## src/design/key_value_multimap_table_defines.svh

```systemverilog
// Assertion macros for the key/value multimap table.
// Used by key_value_multimap_table.sv; expects clk and arst_n in scope.
`ifndef KEY_VALUE_MULTIMAP_TABLE_DEFINES_SVH
`define KEY_VALUE_MULTIMAP_TABLE_DEFINES_SVH

`ifndef SYNTHESIS

`define KVMT_ASSERT_ALWAYS(lbl, cond) \
	lbl: assert property (@(posedge clk) disable iff (!arst_n) (cond)) \
		else $error("assertion failed");

`define KVMT_ASSERT_IMP(lbl, ante, cons) \
	lbl: assert property (@(posedge clk) disable iff (!arst_n) (ante) |-> (cons)) \
		else $error("assertion failed");

`define KVMT_ASSERT_NEXT(lbl, ante, cons) \
	lbl: assert property (@(posedge clk) disable iff (!arst_n) (ante) |=> (cons)) \
		else $error("assertion failed");

`else

`define KVMT_ASSERT_ALWAYS(lbl, cond)
`define KVMT_ASSERT_IMP(lbl, ante, cons)
`define KVMT_ASSERT_NEXT(lbl, ante, cons)

`endif

`endif

```

## src/design/kvmt_pkg.sv

```systemverilog
// Shared sizes, codes and types of the key/value multimap table.
// No dependencies.
package kvmt_pkg;

	localparam int CAPACITY   = 16;
	localparam int KEY_BITS   = 32;
	localparam int VALUE_BITS = 64;
	localparam int IDX_W      = (CAPACITY > 1) ? $clog2(CAPACITY) : 1;
	localparam int CNT_W      = $clog2(CAPACITY + 1);

	typedef logic [IDX_W-1:0] idx_t;
	typedef logic [CNT_W-1:0] cnt_t;

	typedef enum logic [1:0] {
		CMD_ADD    = 2'd0,
		CMD_REMOVE = 2'd1,
		CMD_FIND   = 2'd2,
		CMD_NONE   = 2'd3
	} cmd_t;

	typedef enum logic [2:0] {
		STAT_ADDED     = 3'd0,
		STAT_FULL      = 3'd1,
		STAT_REMOVED   = 3'd2,
		STAT_NOT_FOUND = 3'd3,
		STAT_FOUND     = 3'd4
	} status_t;

	typedef enum logic [2:0] {
		S_IDLE,
		S_SCAN,
		S_CHECK,
		S_RESOLVE,
		S_EMIT,
		S_WAIT
	} state_t;

endpackage

```

## src/design/key_value_multimap_table.sv

```systemverilog
// Key/value multimap table: valid flags in flops, keys and values in memories.
// Depends on kvmt_pkg and key_value_multimap_table_defines.svh.
//
// A request is taken when start is high and busy is low. An add writes the lowest
// free slot and answers in the next cycle without raising busy, so adds can follow
// every cycle. A remove or find reads the key memory one slot per cycle, then
// reads the value memory once per matching slot; busy stays high through the
// scan, check and resolve states, and through the emit and wait states on a match.
// Results appear on the result ports for one cycle each with result_strobe and cannot be held off.
`include "key_value_multimap_table_defines.svh"

module key_value_multimap_table (
	input  logic                                    clk,
	input  logic                                    arst_n,
	input  logic                                    start,
	output logic                                    busy,
	input  logic [1:0]                              command,
	input  logic signed [kvmt_pkg::KEY_BITS-1:0]    key_in,
	input  logic [kvmt_pkg::VALUE_BITS-1:0]         value_in,
	output logic                                    result_strobe,
	output logic [2:0]                              status,
	output logic signed [kvmt_pkg::KEY_BITS-1:0]    key_out,
	output logic [kvmt_pkg::VALUE_BITS-1:0]         value_out,
	output logic [kvmt_pkg::CNT_W-1:0]              occupancy,
	output logic                                    last
);
	import kvmt_pkg::*;

	state_t state_q, state_d;

	logic [CAPACITY-1:0]   valid_q, match_q, pending_q;
	logic [CAPACITY-1:0]   pick_onehot, pending_rest;
	cnt_t                  count_q, hits_q, occ_q;
	idx_t                  scan_idx_q, scan_idx_s1, free_idx, pick_idx;
	logic                  free_found, scan_s1, emit_s1, last_s1;
	logic                  accept, mem_we;
	logic [1:0]            cmd_q;
	logic [KEY_BITS-1:0]   key_q;

	logic [KEY_BITS-1:0]   key_mem [CAPACITY];
	logic [VALUE_BITS-1:0] value_mem [CAPACITY];
	logic [KEY_BITS-1:0]   key_rd_q;
	logic [VALUE_BITS-1:0] value_rd_q;

	logic                  strobe_q, last_q;
	logic [2:0]            status_q;
	logic [KEY_BITS-1:0]   key_out_q;
	logic [VALUE_BITS-1:0] value_out_q;
	cnt_t                  occ_out_q;

	assign busy          = (state_q != S_IDLE);
	assign accept        = start && (state_q == S_IDLE);
	assign result_strobe = strobe_q;
	assign status        = status_q;
	assign key_out       = key_out_q;
	assign value_out     = value_out_q;
	assign occupancy     = occ_out_q;
	assign last          = last_q;

	// lowest free slot and lowest pending match
	assign pick_onehot  = pending_q & (~pending_q + 1'b1);
	assign pending_rest = pending_q & ~pick_onehot;

	always_comb begin
		free_found = 1'b0;
		free_idx   = '0;
		pick_idx   = '0;
		for (int i = CAPACITY - 1; i >= 0; i--) begin
			if (!valid_q[i]) begin
				free_found = 1'b1;
				free_idx   = IDX_W'(i);
			end
			if (pick_onehot[i]) begin
				pick_idx = IDX_W'(i);
			end
		end
	end

	assign mem_we = accept && (command == CMD_ADD) && free_found;

	always_comb begin
		state_d = state_q;
		unique case (state_q)
			S_IDLE: begin
				if (accept && (command == CMD_REMOVE || command == CMD_FIND)) begin
					state_d = S_SCAN;
				end
			end
			S_SCAN: begin
				if (scan_idx_q == IDX_W'(CAPACITY - 1)) begin
					state_d = S_CHECK;
				end
			end
			S_CHECK:   state_d = S_RESOLVE;
			S_RESOLVE: state_d = (hits_q == '0) ? S_IDLE : S_EMIT;
			S_EMIT: begin
				if (pending_rest == '0) begin
					state_d = S_WAIT;
				end
			end
			S_WAIT:    state_d = S_IDLE;
			default:   state_d = S_IDLE;
		endcase
	end

	always_ff @(posedge clk or negedge arst_n) begin
		if (!arst_n) begin
			state_q    <= S_IDLE;
			valid_q    <= '0;
			match_q    <= '0;
			pending_q  <= '0;
			count_q    <= '0;
			hits_q     <= '0;
			scan_idx_q <= '0;
			scan_s1    <= 1'b0;
			emit_s1    <= 1'b0;
			strobe_q   <= 1'b0;
		end else begin
			state_q  <= state_d;
			scan_s1  <= (state_q == S_SCAN);
			emit_s1  <= (state_q == S_EMIT);
			strobe_q <= (accept && command == CMD_ADD)
				|| (state_q == S_RESOLVE && hits_q == '0)
				|| emit_s1;

			if (accept) begin
				match_q    <= '0;
				hits_q     <= '0;
				scan_idx_q <= '0;
				if (mem_we) begin
					valid_q[free_idx] <= 1'b1;
					count_q           <= count_q + 1'b1;
				end
			end

			if (state_q == S_SCAN) begin
				scan_idx_q <= scan_idx_q + 1'b1;
			end

			if (scan_s1 && valid_q[scan_idx_s1] && key_rd_q == key_q) begin
				match_q[scan_idx_s1] <= 1'b1;
				hits_q               <= hits_q + 1'b1;
			end

			if (state_q == S_RESOLVE && hits_q != '0) begin
				pending_q <= match_q;
				if (cmd_q == CMD_REMOVE) begin
					valid_q <= valid_q & ~match_q;
					count_q <= count_q - hits_q;
				end
			end

			if (state_q == S_EMIT) begin
				pending_q <= pending_rest;
			end
		end
	end

	always_ff @(posedge clk) begin
		scan_idx_s1 <= scan_idx_q;
		last_s1     <= (pending_rest == '0);
		if (accept) begin
			cmd_q <= command;
			key_q <= key_in;
		end
		if (state_q == S_RESOLVE) begin
			occ_q <= (cmd_q == CMD_REMOVE) ? count_q - hits_q : count_q;
		end

		if (accept && command == CMD_ADD) begin
			status_q    <= free_found ? STAT_ADDED : STAT_FULL;
			key_out_q   <= key_in;
			value_out_q <= free_found ? value_in : '0;
			occ_out_q   <= free_found ? count_q + 1'b1 : count_q;
			last_q      <= 1'b1;
		end else if (state_q == S_RESOLVE && hits_q == '0) begin
			status_q    <= STAT_NOT_FOUND;
			key_out_q   <= key_q;
			value_out_q <= '0;
			occ_out_q   <= count_q;
			last_q      <= 1'b1;
		end else if (emit_s1) begin
			status_q    <= (cmd_q == CMD_REMOVE) ? STAT_REMOVED : STAT_FOUND;
			key_out_q   <= key_q;
			value_out_q <= value_rd_q;
			occ_out_q   <= occ_q;
			last_q      <= last_s1;
		end
	end

	// key and value memories, registered reads
	always_ff @(posedge clk) begin
		if (mem_we) begin
			key_mem[free_idx] <= key_in;
		end
		key_rd_q <= key_mem[scan_idx_q];
	end

	always_ff @(posedge clk) begin
		if (mem_we) begin
			value_mem[free_idx] <= value_in;
		end
		value_rd_q <= value_mem[pick_idx];
	end

	`KVMT_ASSERT_ALWAYS(a_count_tracks_valid, $countones(valid_q) == count_q)
	`KVMT_ASSERT_NEXT(a_add_answers, start && !busy && command == CMD_ADD, result_strobe)
	`KVMT_ASSERT_IMP(a_emit_in_drain, emit_s1, state_q == S_EMIT || state_q == S_WAIT)
	`KVMT_ASSERT_IMP(a_pending_in_match, state_q == S_EMIT, (pending_q & ~match_q) == '0)

endmodule

```

## config.mk

```make
export PLATFORM = sky130hd
export DESIGN_NAME = key_value_multimap_table
export DESIGN_NICKNAME = d
export VERILOG_FILES = /design/src/design/kvmt_pkg.sv /design/src/design/key_value_multimap_table.sv
export VERILOG_INCLUDE_DIRS = /design/src /design/src/design
export SDC_FILE = /design/constraint.sdc
export NUM_CORES = 2
export LEC_CHECK = 0
export BUFFER_PORTS_ARGS = -buffer_cell sky130_fd_sc_hd__buf_2
export CORE_MARGIN = 2
export CORE_UTILIZATION = 60
export CTS_CLUSTER_SIZE = 10
export DETAILED_ROUTE_END_ITERATION = 8
export PLACE_DENSITY = 0.84
export RECOVER_POWER = 100
export SYNTH_ARGS = -nofsm -noshare
export SYNTH_HDL_FRONTEND = slang
export SYNTH_SLANG_ARGS = --single-unit
```

## constraint.sdc

```tcl
create_clock -name clk -period 28.2 [get_ports clk]
set_input_delay 1.41 -clock clk [delete_from_list [all_inputs] [get_ports clk]]
set_output_delay 1.41 -clock clk [all_outputs]
set_load 0.02 [all_outputs]
```

Yosys cells after proc, flatten, opt, wreduce, memory -nomap -nowiden
Memories as Yosys holds them, arrays and structs flattened. A register that Yosys moved wholly into a read port is not among the register bits. Index checks and enable logic that the tools add are counted. W data, S select, Z words.

Memory bits (read-only): 0. RAM bits: 1536. Memories kept: 2. Register bits after elaboration: 217. Input port bits: 101. Output and inout bits: 107. Latch bits: 0.

$lt $le $gt $ge: 4. Eq/ne operators: 12. Divide/modulo/power cells: 0. Shifts and indexed selects: 0. Bitwise operators: 8. Multipliers: 0. Multiplexer cells: 94. Reductions and logical operators: 25. $add $sub $neg: 5.

Memories: value_mem (words 16, bits a word 64, rd ports 1, clocked after Yosys merged registers in 1, write ports 1, RTL line key_value_multimap_table.sv:41) `logic [VALUE_BITS-1:0] value_mem [CAPACITY];`; key_mem (words 16, bits a word 32, rd ports 1, clocked after Yosys merged registers in 1, write ports 1, RTL line key_value_multimap_table.sv:40) `logic [KEY_BITS-1:0] key_mem [CAPACITY];`.

Operator list (number): $mux W64 (4); $mux W4 (34); $mux W16 (8); $mux W32 (3); $mux W5 (11); $and A16 B16 Y16 (3); $not A16 Y16 (3); $eq A32 B32 Y1 (1); $or A16 B16 Y16 (2); $mux W3 (8); $mux W1 (22); $add A16 B1 Y16 const B (1); $logic_not A16 Y1 (1); $pmux W3 S5 (1); $add A5 B1 Y5 const B (2); $logic_and A1 B1 Y1 (10); $lt A4 B5 Y1 const B (2); $demux W1 S4 (2); $ge A4 B1 Y1 const B (2); $eq A3 B2 Y1 const B (2); $reduce_bool A2 Y1 (3); $reduce_bool A3 Y1 (2); $logic_not A5 Y1 (1); $reduce_bool A5 Y1 (1); other kinds (15) (19).

Logic depth before layout (Yosys ltp)
Depth after elaboration: 25. Gate-level depth with buffers: 11. Mapped depth without buffers: 9.

Least setup slack after synthesis
No wires, ideal clock.

Kind: input to register. Start: in start. End: mem key_mem[3][0], enable pin. Setup time: 0.823 ns. Path slack: 14.782 ns. Required time: 27.377 ns. Buffers on the path: 1. Data arrival time: 12.594 ns. Cell stages on the path: 5. Cell sequence: nand2_1 inv_1 nand2_1 clkbuf_1 nor4b_1.

Cells in the longest elaborated chain, start to end: 5.

Ends and longest elaborated chain: start, declared (RTL line key_value_multimap_table.sv:15) `input logic start,`; $logic_and A1 B1 Y1 (RTL line key_value_multimap_table.sv:52) `assign accept = start && (state_q == S_IDLE);`; net accept (RTL line key_value_multimap_table.sv:36) `logic accept, mem_we;`; $logic_and A1 B1 Y1 (2 in a row) (RTL line key_value_multimap_table.sv:79) `assign mem_we = accept && (command == CMD_ADD) && free_found;`; $mux W1 (RTL line key_value_multimap_table.sv:193) `if (mem_we) begin`; $mux W1 (not written as such) (RTL line key_value_multimap_table.sv:194) `key_mem[free_idx] <= key_in;`; end, declared (RTL line key_value_multimap_table.sv:40).

The timed path passes the listed nets, and every way through them passes these cells.

Worst setup path after layout
Start: reg pending_q[0]. End: reg value_rd_q[18] (read register of value_mem).

Cells in the longest elaborated chain, start to end: 19.

Ends and longest elaborated chain: start, declared (RTL line key_value_multimap_table.sv:31) `logic [CAPACITY-1:0] valid_q, match_q, pending_q;`; start signal, assigned (RTL line key_value_multimap_table.sv:146) `pending_q <= match_q;`; start signal, assigned (RTL line key_value_multimap_table.sv:154) `pending_q <= pending_rest;`; $not A16 Y16 (RTL line key_value_multimap_table.sv:61) `assign pick_onehot = pending_q & (~pending_q + 1'b1);`; $add A16 B1 Y16 (RTL line key_value_multimap_table.sv:61); $and A16 B16 Y16 (*) (RTL line key_value_multimap_table.sv:61); $mux W4 (15 in a row) (RTL line key_value_multimap_table.sv:73) `if (pick_onehot[i]) begin`; $mux W4 (*) (RTL line key_value_multimap_table.sv:73); end, declared (RTL line key_value_multimap_table.sv:43) `logic [VALUE_BITS-1:0] value_rd_q;`.

Mark *: on every way between the ends. The rest lies on a longest branch, timed or not. A chain may end at the register's enable or synchronous reset.

==> results.txt <==
CTS H-tree depth: 4
Clock Path Buffers: 3
setup_tns: 0 ps
WP data arrival: 15,100 ps
Slew Limit Fails: 2,715
Die W: 348 um
mux share of post-synthesis cell area: 6.43%
worst rel slew slack: -593%
crit-path max FO: 125
PD cells: 104 nW/um2
Hold Slack: 446 ps
status: finished with violations
leakage power: 26.9 nW
Final Total Pwr: 8.26 mW
Non-Filler Instances: 6,287
Fmax: 69.6 MHz
syn_nets: 4,488
failing checks: capacitance limit, slew limit
placed cell areas: 73,800 um2
most common cell after layout, fill and taps aside: edfxtp_1
Clk Latency, worst-skew pair: 820 ps
Post-synth EDFFs: 1,679
CP top delay family: buffers and inverters
met1 usage: 40.4%
Period Utilization, post-route: 50.9%
Post-CTS Resized: 0
I/O pins: 208
minimum clock period: 14,360 ps
Setup WS post-layout: 13,840 ps
Post-Place Worst Slack: 20,870 ps
Distinct cells, synth: 71
ys flop type: edfxtp_1
port bufs: 207
Cell Chain, Critical Path: nor4_1 > o2111ai_1 > o21ai_0 > nor2_1 > clkbuf_1 > clkbuf_1 > mux2i_1 > a221oi_1 > a22o_1
RSZ-0062 raised after global routing: no
routability-driven placement congestion ratio: 0.846
final-report hold violation count: 0
layout net count: 4,691
slowest CP cell: clkbuf_1
first-pass GRT wire length: 273 mm
Non-Filler Cell Area, Final: 79,300 um2
Register-to-Register Setup Slack: 13,840 ps
Layout area overhead: 11.5%
Adder-Cell Fraction of Synth Area: 0.229%
Setup Skew: 56.8 ps
Max-Cap Viols: 56
CORE AREA: 118,000 um2
VDD IR max: 0.104 mV
CTS tree: built
DRT Pass-1 Iters: 6
Mapped Avg Cell Area: 16.2 um2
register area share after synthesis: 76.2%
CP dominant cell by count: clkbuf_1
hold-fix buffers at CTS: 0
Buf/Inv on CP: 2
Final Setup Violations: 0
most used routing layer in global routing: met2
total gr overflow: 0
Post-Place Cells: 5,910
Worst-path clk slew: 60 ps
number of global-route vias before repair: 43.5k
largest family of logic cells by synthesized area: compound AO/OA/AOI/OAI gates
Hold Crit Class: register to register
most frequent cells in the layout: edfxtp_1, nand2_1, clkbuf_1, mux2i_1, clkbuf_16
Synth Area in XOR/XNOR: 0.493%
number of fill cells: 7,122
Worst-Margin Slew: 10,390 ps
slowest stage delay, CP: 6110 ps
yosys warns: 0
Residual DRC: 0
final wirelength: 186 mm
TritonCTS Sinks: 1,849
crit path launch type: register
initial antenna violation count: 10
largest net degree at the start of global routing: 144
post-layout util: 67.3%
async set-or-reset flop fraction in the synthesized netlist: 3.68%
Seq cells post-synth: 1,849
GR Util met2: 48.5%
cell area after synthesis: 71,100 um2
CTS Buf Count: 204
per-cell routed wire length: 29.7 um
postcts setup bufs: 0
Starting Density: 60.4%
Die Span Y: 348 um
# rows: 126
HPWL after DPL: 91.8 mm
complex-gate fraction of the synthesized area: 9.15%
met3 Usage GRT: 6.64%
Critical Path RT: 28,940 ps
Root Buffer: clkbuf_16
synthesized instance count: 4,377
vias per cell: 6.94
DR iter-0 viols: 7,145
fraction of layout cells with a size suffix above 1: 8.47%
GRT Util Overall: 30.3%
Crit. End Element: register
kind of critical path: register to register
die area: 121,000 um2
Synth Area in Simple Gates: 5.70%
DR vias: 43.6k
Routed Antenna Nets: 0
==> cell type report <==
class | count | area (um2) | area share (%)
Inverter | 29 | 109 | 0.137
Clock buffer | 355 | 5700 | 7.19
Clock inverter | 18 | 415 | 0.524
Timing Repair Buffer | 282 | 1180 | 1.48
Tap cell | 1536 | 1920 | 2.42
Sequential cell | 1849 | 54200 | 68.3
Antenna cell | 4 | 10.0 | 0.0126
Multi-Input combinational cell | 2214 | 15800 | 19.9
==> per-layer routing <==
metal	up-vias	share of wire [%]
li1	17700	-
met1	21500	35
met2	3770	48
met3	628	13
met4	8	4.1
met5	-	0.024
==> cell families (layout without fill, tap and decap cells) <==
| family | after synthesis | after routing |
|---|---|---|
| flops | 1849 | 1849 |
| compound gates | 907 | 907 |
| simple gates | 888 | 888 |
| mux | 366 | 366 |
| buf+inv | 314 | 684 |
| xor+xnor | 40 | 40 |
| fa+ha+maj | 13 | 13 |
| other cells | 0 | 4 |
==> worst register-to-register path, cell delays in order (launching register included) <==
cell,delay (ps)
dfrtp_1,600
nor4_1,310
o2111ai_1,260
o21ai_0,470
nor2_1,2480
clkbuf_1,6110
clkbuf_1,2980
mux2i_1,380
a221oi_1,520
a22o_1,210
==> synth_stat cells (all sizes together), types with 24 or more instances <==
library cell / instances / share of area (%)
a22o: 126 / 1.6
a31oi: 73 / 0.64
a311oi: 39 / 0.48
nand2: 528 / 2.8
buf: 105 / 0.73
a211oi: 154 / 1.6
nor2: 56 / 0.30
dfrtp: 68 / 2.4
mux4: 69 / 2.2
mux2: 38 / 0.60
a2111oi: 24 / 0.30
xnor2: 32 / 0.39
a221oi: 72 / 0.89
dfxtp: 102 / 2.9
and3: 129 / 1.1
a21oi: 75 / 0.54
o21ai: 200 / 1.4
edfxtp: 1679 / 71
nand3: 98 / 0.69
a22oi: 51 / 0.54
clkbuf: 180 / 0.95
mux2i: 259 / 3.6
inv: 29 / 0.15
==> flip-flops by register name, summed over array words and instances, names as in the netlist <==
register and cells:
match_q 16, value_rd_q 64, emit_s1 1, key_q 32
last_s1 1, key_out 32, count_q 5, last 1
cmd_q 2, scan_idx_s1 4, status 3, value_mem 1024
valid_q 16, key_mem 512, hits_q 5, scan_s1 1
key_rd_q 32, value_out 64, scan_idx_q 4, pending_q 16
state_q 3, occupancy 5, occ_q 5, result_strobe 1
==> report_power, final <==
group,switching (mW),internal (mW),total (mW)
sequential,0.121,3.15,3.27
combinational,1.56,0.970,2.53
clock,1.07,1.39,2.46
total,2.75,5.51,8.26
==> path summary, 6_finish.rpt <==
check	depth (start not counted)	start	end
max reg2reg	9	pending_q[0]$_DFFE_PN0P_	value_rd_q[18]$_DFF_P_
max	9	pending_q[0]$_DFFE_PN0P_	value_rd_q[18]$_DFF_P_
max in group asynchronous	2	arst_n	scan_idx_q[3]$_DFFE_PN0P_
min reg2reg	2	last_s1$_DFF_P_	last$_SDFFE_PP1P_
min	2	last_s1$_DFF_P_	last$_SDFFE_PP1P_
min in group asynchronous	2	arst_n	count_q[2]$_DFF_PN0_
Note: power is estimated with default switching activity, not from simulation.
